### config.mk
export PLATFORM = sky130hd
export DESIGN_NAME = mi4_ram
export DESIGN_NICKNAME = d
export VERILOG_FILES = /design/src/hdl/mi4_pkg.sv /design/src/hdl/mi4_ram.sv
export SDC_FILE = /design/constraint.sdc
export NUM_CORES = 1
export LEC_CHECK = 0
export BUFFER_PORTS_ARGS = -buffer_cell sky130_fd_sc_hd__buf_4
export CORE_MARGIN = 1
export CORE_UTILIZATION = 35
export DETAILED_ROUTE_END_ITERATION = 10
export GPL_ROUTABILITY_DRIVEN = 0
export PLACE_DENSITY_LB_ADDON = 0.1
export SYNTH_ARGS = -nofsm -noshare
export SYNTH_HDL_FRONTEND = slang
export SYNTH_SLANG_ARGS = --single-unit
export TNS_END_PERCENT = 100
### constraint.sdc
create_clock -name clock -period 4.2 [get_ports clock]
set_input_delay 0.21 -clock clock [delete_from_list [all_inputs] [get_ports clock]]
set_output_delay 0.21 -clock clock [all_outputs]
set_load 0.01 [all_outputs]
### src/hdl/mi4_pkg.sv
// mi4_pkg: shared types, constants and operand planning for the 4x4 matrix inverse.
// Used by mi4_ram and matrix_inverse_4x4; depends on nothing.
package mi4_pkg;

   localparam int VALUE_WIDTH_DEF = 32;
   localparam int FRAC_BITS_DEF   = 16;
   localparam int DIGIT_WIDTH     = 16;
   localparam int ELEM_DEPTH      = 16;
   localparam int WORK_DEPTH      = 28;

   localparam logic [3:0] LAST_INDEX  = 4'd15;
   localparam logic [3:0] LAST_MINOR  = 4'd11;
   localparam logic [3:0] MINOR_SPLIT = 4'd6;
   localparam logic [4:0] MINOR_BASE  = 5'd16;
   localparam logic [4:0] MINOR_GROUP = 5'd6;

   typedef enum logic [3:0] {
      ST_LOAD,
      ST_RD_A,
      ST_RD_B,
      ST_LD_V,
      ST_MUL,
      ST_ACC,
      ST_WR,
      ST_DPREP,
      ST_DRND,
      ST_DRD,
      ST_DLD,
      ST_DCHK,
      ST_DIV,
      ST_OUT
   } state_type;

   typedef enum logic [1:0] {
      KIND_MINOR,
      KIND_COF,
      KIND_DET
   } kind_type;

   typedef struct packed {
      logic [3:0] elem_addr;
      logic [4:0] opnd_addr;
      logic       opnd_elem;
      logic       negate;
   } term_type;

   // column pair (a < b) to minor slot
   function automatic logic [2:0] pair_index(logic [1:0] a, logic [1:0] b);
      logic [2:0] p;
      case ({a, b})
         4'b0001: p = 3'd0;
         4'b0010: p = 3'd1;
         4'b0011: p = 3'd2;
         4'b0110: p = 3'd3;
         4'b0111: p = 3'd4;
         4'b1011: p = 3'd5;
         default: p = 3'd0;
      endcase
      return p;
   endfunction

   function automatic logic term_last(kind_type kind, logic [1:0] term);
      logic l;
      case (kind)
         KIND_MINOR: l = (term == 2'd1);
         KIND_COF:   l = (term == 2'd2);
         KIND_DET:   l = (term == 2'd3);
         default:    l = 1'b1;
      endcase
      return l;
   endfunction

   // Minors: rows 0/1 at slots 0..5, rows 2/3 at 6..11.
   // Cofactor rows 0,1 expand on their first remaining row with rows 2/3 minors,
   // rows 2,3 on their last remaining row with rows 0/1 minors.
   function automatic term_type plan_term(kind_type kind, logic [3:0] idx, logic [1:0] term);
      term_type   t;
      logic [1:0] rt, ru, ca, cb, r, c, er, jk, x, y, c0, c1, c2;
      logic [2:0] mi;
      t  = '0;
      rt = 2'd0; ru = 2'd1; ca = 2'd0; cb = 2'd1;
      r  = idx[3:2]; c = idx[1:0];
      er = 2'd0; jk = 2'd0; x = 2'd0; y = 2'd0;
      c0 = (c == 2'd0) ? 2'd1 : 2'd0;
      c1 = (c <= 2'd1) ? 2'd2 : 2'd1;
      c2 = (c <= 2'd2) ? 2'd3 : 2'd2;
      if (idx >= MINOR_SPLIT) begin
         mi = 3'(idx - MINOR_SPLIT);
      end else begin
         mi = idx[2:0];
      end
      case (kind)
         KIND_MINOR: begin
            if (idx >= MINOR_SPLIT) begin
               rt = 2'd2; ru = 2'd3;
            end
            case (mi)
               3'd0:    begin ca = 2'd0; cb = 2'd1; end
               3'd1:    begin ca = 2'd0; cb = 2'd2; end
               3'd2:    begin ca = 2'd0; cb = 2'd3; end
               3'd3:    begin ca = 2'd1; cb = 2'd2; end
               3'd4:    begin ca = 2'd1; cb = 2'd3; end
               default: begin ca = 2'd2; cb = 2'd3; end
            endcase
            t.opnd_elem = 1'b1;
            if (term == 2'd0) begin
               t.elem_addr = {rt, ca};
               t.opnd_addr = {1'b0, ru, cb};
               t.negate    = 1'b0;
            end else begin
               t.elem_addr = {rt, cb};
               t.opnd_addr = {1'b0, ru, ca};
               t.negate    = 1'b1;
            end
         end
         KIND_COF: begin
            case (term)
               2'd0:    begin jk = c0; x = c1; y = c2; end
               2'd1:    begin jk = c1; x = c0; y = c2; end
               default: begin jk = c2; x = c0; y = c1; end
            endcase
            case (r)
               2'd0:    er = 2'd1;
               2'd1:    er = 2'd0;
               2'd2:    er = 2'd3;
               default: er = 2'd2;
            endcase
            t.elem_addr = {er, jk};
            t.opnd_addr = MINOR_BASE + (r[1] ? 5'd0 : MINOR_GROUP) + 5'(pair_index(x, y));
            t.opnd_elem = 1'b0;
            t.negate    = r[0] ^ c[0] ^ term[0];
         end
         KIND_DET: begin
            t.elem_addr = {2'd0, term};
            t.opnd_addr = {3'd0, term};
            t.opnd_elem = 1'b0;
            t.negate    = 1'b0;
         end
         default: t = '0;
      endcase
      return t;
   endfunction

endpackage

### src/hdl/mi4_ram.sv
// mi4_ram: generic single-write, single-read synchronous RAM with registered read.
// Depends on mi4_pkg for default sizes.
module mi4_ram #(
   parameter int WIDTH = mi4_pkg::VALUE_WIDTH_DEF,
   parameter int DEPTH = mi4_pkg::ELEM_DEPTH
) (
   input  logic                     clock,
   input  logic                     wr_en,
   input  logic [$clog2(DEPTH)-1:0] wr_addr,
   input  logic [WIDTH-1:0]         wr_data,
   input  logic [$clog2(DEPTH)-1:0] rd_addr,
   output logic [WIDTH-1:0]         rd_data
);

   logic [WIDTH-1:0] mem_ff [DEPTH];
   logic [WIDTH-1:0] rd_data_ff;

   always_ff @(posedge clock) begin
      if (wr_en) begin
         mem_ff[wr_addr] <= wr_data;
      end
      rd_data_ff <= mem_ff[rd_addr];
   end

   assign rd_data = rd_data_ff;

endmodule

==> reports/results.ini, run 1 <==
[sta]
worstMarginPinSlew_ps = 1303
slew_violations = 0
max-slew-margin-rel_pct = 12.90
tns_ps = 0
hold_viol_final = 0
period_needed_ps = 1772
fmax_ghz = 0.5642
finalSetupViolations = 0
fin_crit_sh_pct = 42.20
setup_slack_ps = 2428
rsz0062_at_grt = no
clock_skew_ps = 19.82

[yosys]
yosys.area_share.xor_xnor_pct = 0
avgSynthCellArea_sq_um = 23.69
ys_top_cells_by_area = edfxtp_1 77%, mux4_2 15%, dfxtp_1 3.2%
seq_area_frac_synth_pct = 80.67
synth_top_area_cell = edfxtp_1
yosys_warnings = 0
synthMuxAreaShare_pct = 14.52
syn_nets = 880
synth_compound_area_share_pct = 2.420
netlist_area_sq_um = 19850
yosysTopAreaCellShare_pct = 77.44
yosys_register_bits = 544
synthAdderAreaFrac_pct = 0
yosys.area_share.simple_pct = 1.273
synth_cell_types = 18
synth_top_family_by_area = multiplexers
syn_inst = 838

[worst_setup_path]
path_cells = buf_4, or3b_2, nor2_4
cp-startpoint = wr_addr[2]
cp.required_ps = 4390
crit_fanout = 32
rrSetupSlack_ps = 2770
crit_slowest_cell = nor2_4
crit_type = input port to flip-flop
end_kind = flip-flop
worstReg2RegStart = mem_ff[8][20]$_DFFE_PP_
reg2reg_depth = 3
reg2reg_to = rd_data[20]$_DFF_P_
arrival_ps = 1960
cp_slowest_stage_delay_ps = 1000
cp-start-kind = input port

[detailed_routing]
drt_pass1_iterations = 5
initialDrtViolationCount = 625
postRouteAntennaNets = 0
via_per_inst = 5.020
totalWireLength_um = 45530
wl_per_cell_um = 25.52
dr_total_vias = 8955
drc_errors = 0

[clock_network]
numCtsBuffers = 58
clk_latency_ps = 600
cts_root_buf = clkbuf_16
cts.sinks = 544
cts.clk_slew.worst_paths_ps = 60
cts_htree_levels = 2
clock_path_buffers = 3
cts_tree = built

[hold_path]
worstHoldPathCells = 4
holdPathEnd = rd_data[0]$_DFF_P_
hp-start = rd_addr[2]
min_path_type = input port to flip-flop

[job]
max_cap_violations = 0

[global_route]
first_global_vias = 9600
grt_max_degree = 58
track_usage_pct = 16.24
grt_antenna_before_repair = 0
grt_pass1_wl_um = 66610
grt_overflow = 0

[cells_and_area]
fin_area_sq_um = 23630
antenna_cells = 0
synthToLayoutAreaGrowth_pct = 19.04
fill_cells = 4914
nets = 1033
layout.cells.non_filler = 1784
final_layout_size_suffix_gt1_share_pct = 31.85

[floorplanning]
die_y_um = 240.2
start_util_pct = 35.76
coreArea_sq_um = 55520
die_area_sq_um = 57680
die-width_um = 240.2
io_pins = 74
rows = 86

[placed_design]
hpwl_um = 25380
place_ws_ps = 1743
dpl_cell_area_sq_um = 21510
port_buffers = 73
place_inst = 1647

[pwr]
p_per_area_nw_per_um2 = 490.3
p_total_mw = 11.59
p_leak_nw = 7.553
peakVddDrop_mv = 0.2878

[run_status]
status = complete, no violations

cell usage in the layout, fill, tap and decap left out, types with 10 or more instances in the layout:
master	count
edfxtp_1	512
mux4_2	128
buf_4	101
a22oi_1	64
clkbuf_16	58
nand2_1	33
dlygate4sd3_1	32
dfxtp_1	32
clkinv_1	18
nor2_4	13
clkbuf_1	10
synthesized netlist by cell type (all sizes together):
library cell  instances
or3b                  1
clkbuf               17
a22oi                64
nand3b                2
and2                  1
buf                  26
nor2                 13
nand2                33
edfxtp              512
dfxtp                32
nor2b                 2
nand3                 1
nand2b                2
mux4                128
nor3                  4
cell families (layout without fill, tap and decap cells):
group / Yosys count / in the layout
buffers and inverters: 43 / 241
AO/OA/AOI/OAI: 64 / 64
AND/OR/NAND/NOR: 59 / 59
flip-flops: 544 / 544
multiplexers: 128 / 128
final cells by class:
cell class	instances	area (sq um)	share of cell area [%]
clock buffers	72	1544	6.533
well taps	748	935.9	3.960
multi-input cells	251	3750	15.87
repair buffers	136	1125	4.759
clock inverters	33	264.0	1.117
flip-flops and latches	544	16020	67.76
where the power goes:
part           switching, mW  internal, mW
clock network           2.05          2.83
logic                  0.339         0.267
registers             0.0379          6.07
worst max-delay path, delay by kind of cell:
family                 cells  cell delay, ps
AND/OR/NAND/NOR            2            1590
buffers and inverters      1             120
worst max path at each step:
stage / cells past startpoint / end / slack [ps]
finish: 3 / mem_ff[2][5]$_DFFE_PP_ / 2430
global route: 4 / mem_ff[5][21]$_DFFE_PP_ / 2320
CTS: 5 / rd_data[0]$_DFF_P_ / 2400
detailed placement: 5 / rd_data[0]$_DFF_P_ / 1740
global placement: 5 / rd_data[0]$_DFF_P_ / 1730
floorplan: 2 / mem_ff[0][0]$_DFFE_PP_ / 810
state kept, by name (all words and copies together) (netlist names):
register / cells
rd_data: 32
mem_ff: 512
metrics by stage:
| step | utilization, % | hold WS (ps) |
|---|---|---|
| floorplan | - | 308.9 |
| global placement | 38.73 | 520.8 |
| detailed placement | 38.73 | 523.6 |
| CTS | 42.57 | 158.8 |
| global route | 42.57 | 193.4 |
| finish | 42.57 | 204.8 |
routing by layer:
layer  GRT usage [%]  up-vias  part of all wire (%)
met3           2.893       70                   3.8
met2           25.99      167                    48
met4           4.671        0                   2.0
met5               0        -                     0
li1                -     3883                     -
met1           22.73     4835                    46
repair_timing:
item | in CTS | in global routing
endpoints found under the hold margin | 512 | 0
setup endpoints to repair | 0 | 0
buffers inserted | 0 | 0
hold buffers | 32 | 0
resized for setup | 0 | 0
Note: power is estimated with default switching activity, not from simulation.
==> run 2: changes to the inputs <==
- ABC_AREA: not set -> 1
- clock period: 4.2 -> 1.6 ns (I/O delays scaled with it)
==> reports/results.ini, run 2 <==
[yosys]
synth-edff-count = 512
yosysTopAreaCellShare_pct = 67.64
synth_top_area_cell = edfxtp_1
yosys_register_bits = 544
synth_cell_types = 15
synth_common_cells = 677 x nand2_1, 512 x edfxtp_1, 388 x inv_1, 385 x nand3_1, 41 x buf_2
syn_nets = 2162
ys_top_cells_by_area = edfxtp_1 68%, nand2_1 11%, nand3_1 8.5%
netlist_area_sq_um = 22730
synth-async-reset-ratio_pct = 0
synthMostInstantiatedCell = nand2_1
seq_area_frac_synth_pct = 70.46
synth_ff_type = edfxtp_1
avgSynthCellArea_sq_um = 10.72
yosys_warnings = 0
syn_inst = 2120

[pwr]
p_leak_nw = 11.52
peakVddDrop_mv = 0.7864
p_per_area_nw_per_um2 = 1175
p_total_mw = 32.07

[sta]
slew_violations = 0
period_needed_ps = 1327
fin_crit_sh_pct = 82.95
finalSetupViolations = 0
max-slew-margin-rel_pct = 66.44
rsz0062_at_grt = no
hold_viol_final = 0
fmax_ghz = 0.7534
worstMarginPinSlew_ps = 501.8
clock_skew_ps = 15.26
holdWs_ps = 77.14

[detailed_routing]
wl_per_cell_um = 18.94
drt_pass1_iterations = 5
dr_total_vias = 14710
initialDrtViolationCount = 1010
postRouteAntennaNets = 0
via_per_inst = 4.633
drc_errors = 0
totalWireLength_um = 60110

[clock_network]
clk_latency_ps = 620
cts_tree = built
cts_htree_levels = 2
cts_resized = 0
cts.clk_slew.worst_paths_ps = 60
cts.sinks = 544
clock_path_buffers = 3
numCtsBuffers = 60
cts_root_buf = clkbuf_16

[worst_setup_path]
crit_slowest_cell = dfxtp_1
cp-start-kind = flip-flop
cp-startpoint = rd_data[8]$_DFF_P_
end_kind = primary output
cp_slowest_stage_delay_ps = 470
worstReg2RegStart = mem_ff[3][20]$_DFFE_PP_
path_cells = buf_4
cp.required_ps = 1520
arrival_ps = 1250
crit_family = flip-flops
rrSetupSlack_ps = 500
crit_fanout = 1
crit_type = flip-flop to primary output
cp_num_buf_inv = 1

[cells_and_area]
fill_cells = 6076
largest_reg_flops = 512
layout.cells.non_filler = 3174
seqCellArea_sq_um = 16020
final_layout_size_suffix_gt1_share_pct = 11.48
final_common_cell = nand2_1
multi_input_area_sq_um = 4667
synthToLayoutAreaGrowth_pct = 20.04
largest_register = mem_ff
nets = 2309
final_cell_mix = 677 x nand2_1, 512 x edfxtp_1, 386 x inv_1, 385 x nand3_1, 110 x buf_4

[placed_design]
place_inst = 3027
port_buffers = 73
hpwl_um = 35800

[floorplanning]
die_area_sq_um = 65970
die-width_um = 256.8
die_y_um = 256.8
io_pins = 74
start_util_pct = 35.32
coreArea_sq_um = 64350
rows = 93

[global_route]
first_global_vias = 14230
track_usage_pct = 18.42
grt_use_met3_pct = 2.975
grt-busiest-layer = met1
grt_overflow = 0
grt_use_met1_pct = 28.23
grt_max_degree = 62
grt_pass1_wl_um = 91030
grt_antenna_before_repair = 1
grt_util_met2_pct = 27.18

[job]
max_cap_violations = 0

[run_status]
status = complete, no violations

[hold_path]
hp-start = rd_addr[2]
min_path_type = input port to flip-flop

==> run 2: cell types whose count changed after synthesis, sizes merged <==
cell and change:
nand2 +644, and2 -1, mux4 -128, nor2 +4, nand3 +384, nor2b -2
nand2b -2, a22oi -64, inv +390, clkbuf -3, buf +65, or3b -1
nor3 -4
==> run 2: layer usage <==
metal	vias up	routed length, um
met3	71	2992
met5	-	0
li1	7146	-
met2	331	26020
met4	0	1054
met1	7158	30050
==> run 2: stage by stage <==
stage          instance area (sq um)  worst slack (ps)  util (%)  setup TNS [ps]
2_1_floorplan                  22750            -472.7         -         -151150
3_3_place_gp                   24990             89.09     38.83               0
3_5_place_dp                   24990             60.75     38.83               0
4_1_cts                        27280             205.6     42.40               0
5_1_grt                        27280             208.8     42.40               0
6_report                       27290             272.7     42.40               0
==> run 2: path summary, 6_finish.rpt <==
check / end / cells past startpoint
min: rd_data[27]$_DFF_P_ / 5
max reg2reg: rd_data[20]$_DFF_P_ / 6
max: rd_data[8] / 1
min reg2reg: rd_data[27]$_DFF_P_ / 6
==> run 2: worst register-to-register path, delay by kind of cell (launching register included) <==
kind                   cells  cell delay, ps
and+or+nand+nor            5             570
DFF                        1             350
buffers and inverters      1              70
==> run 2: area by class of cell <==
type / count / area share (%)
timing repair buffer: 190 / 7.662
multi-input combinational: 1081 / 17.10
antenna: 1 / 0.009171
inverter: 390 / 5.402
tap: 855 / 3.921
clock inverter: 27 / 1.050
clock buffer: 86 / 6.158
sequential: 544 / 58.69
==> run 2: cells by family after synthesis <==
kind of cell           synth area share [%]
and+or+nand+nor                       20.00
DFF                                   70.46
buffers and inverters                 9.539
==> run 2: report_power, final <==
part           internal [mW]  switching (mW)
Sequential              15.9           0.113
Combinational          0.780            1.49
Clock                   8.23            5.54
Total                   24.9            7.14
==> run 2: what timing repair did <==
item                      in CTS  in global routing
hold buffers                  33                  0
buffers inserted               0                  0
hold endpoints to repair     523                  0
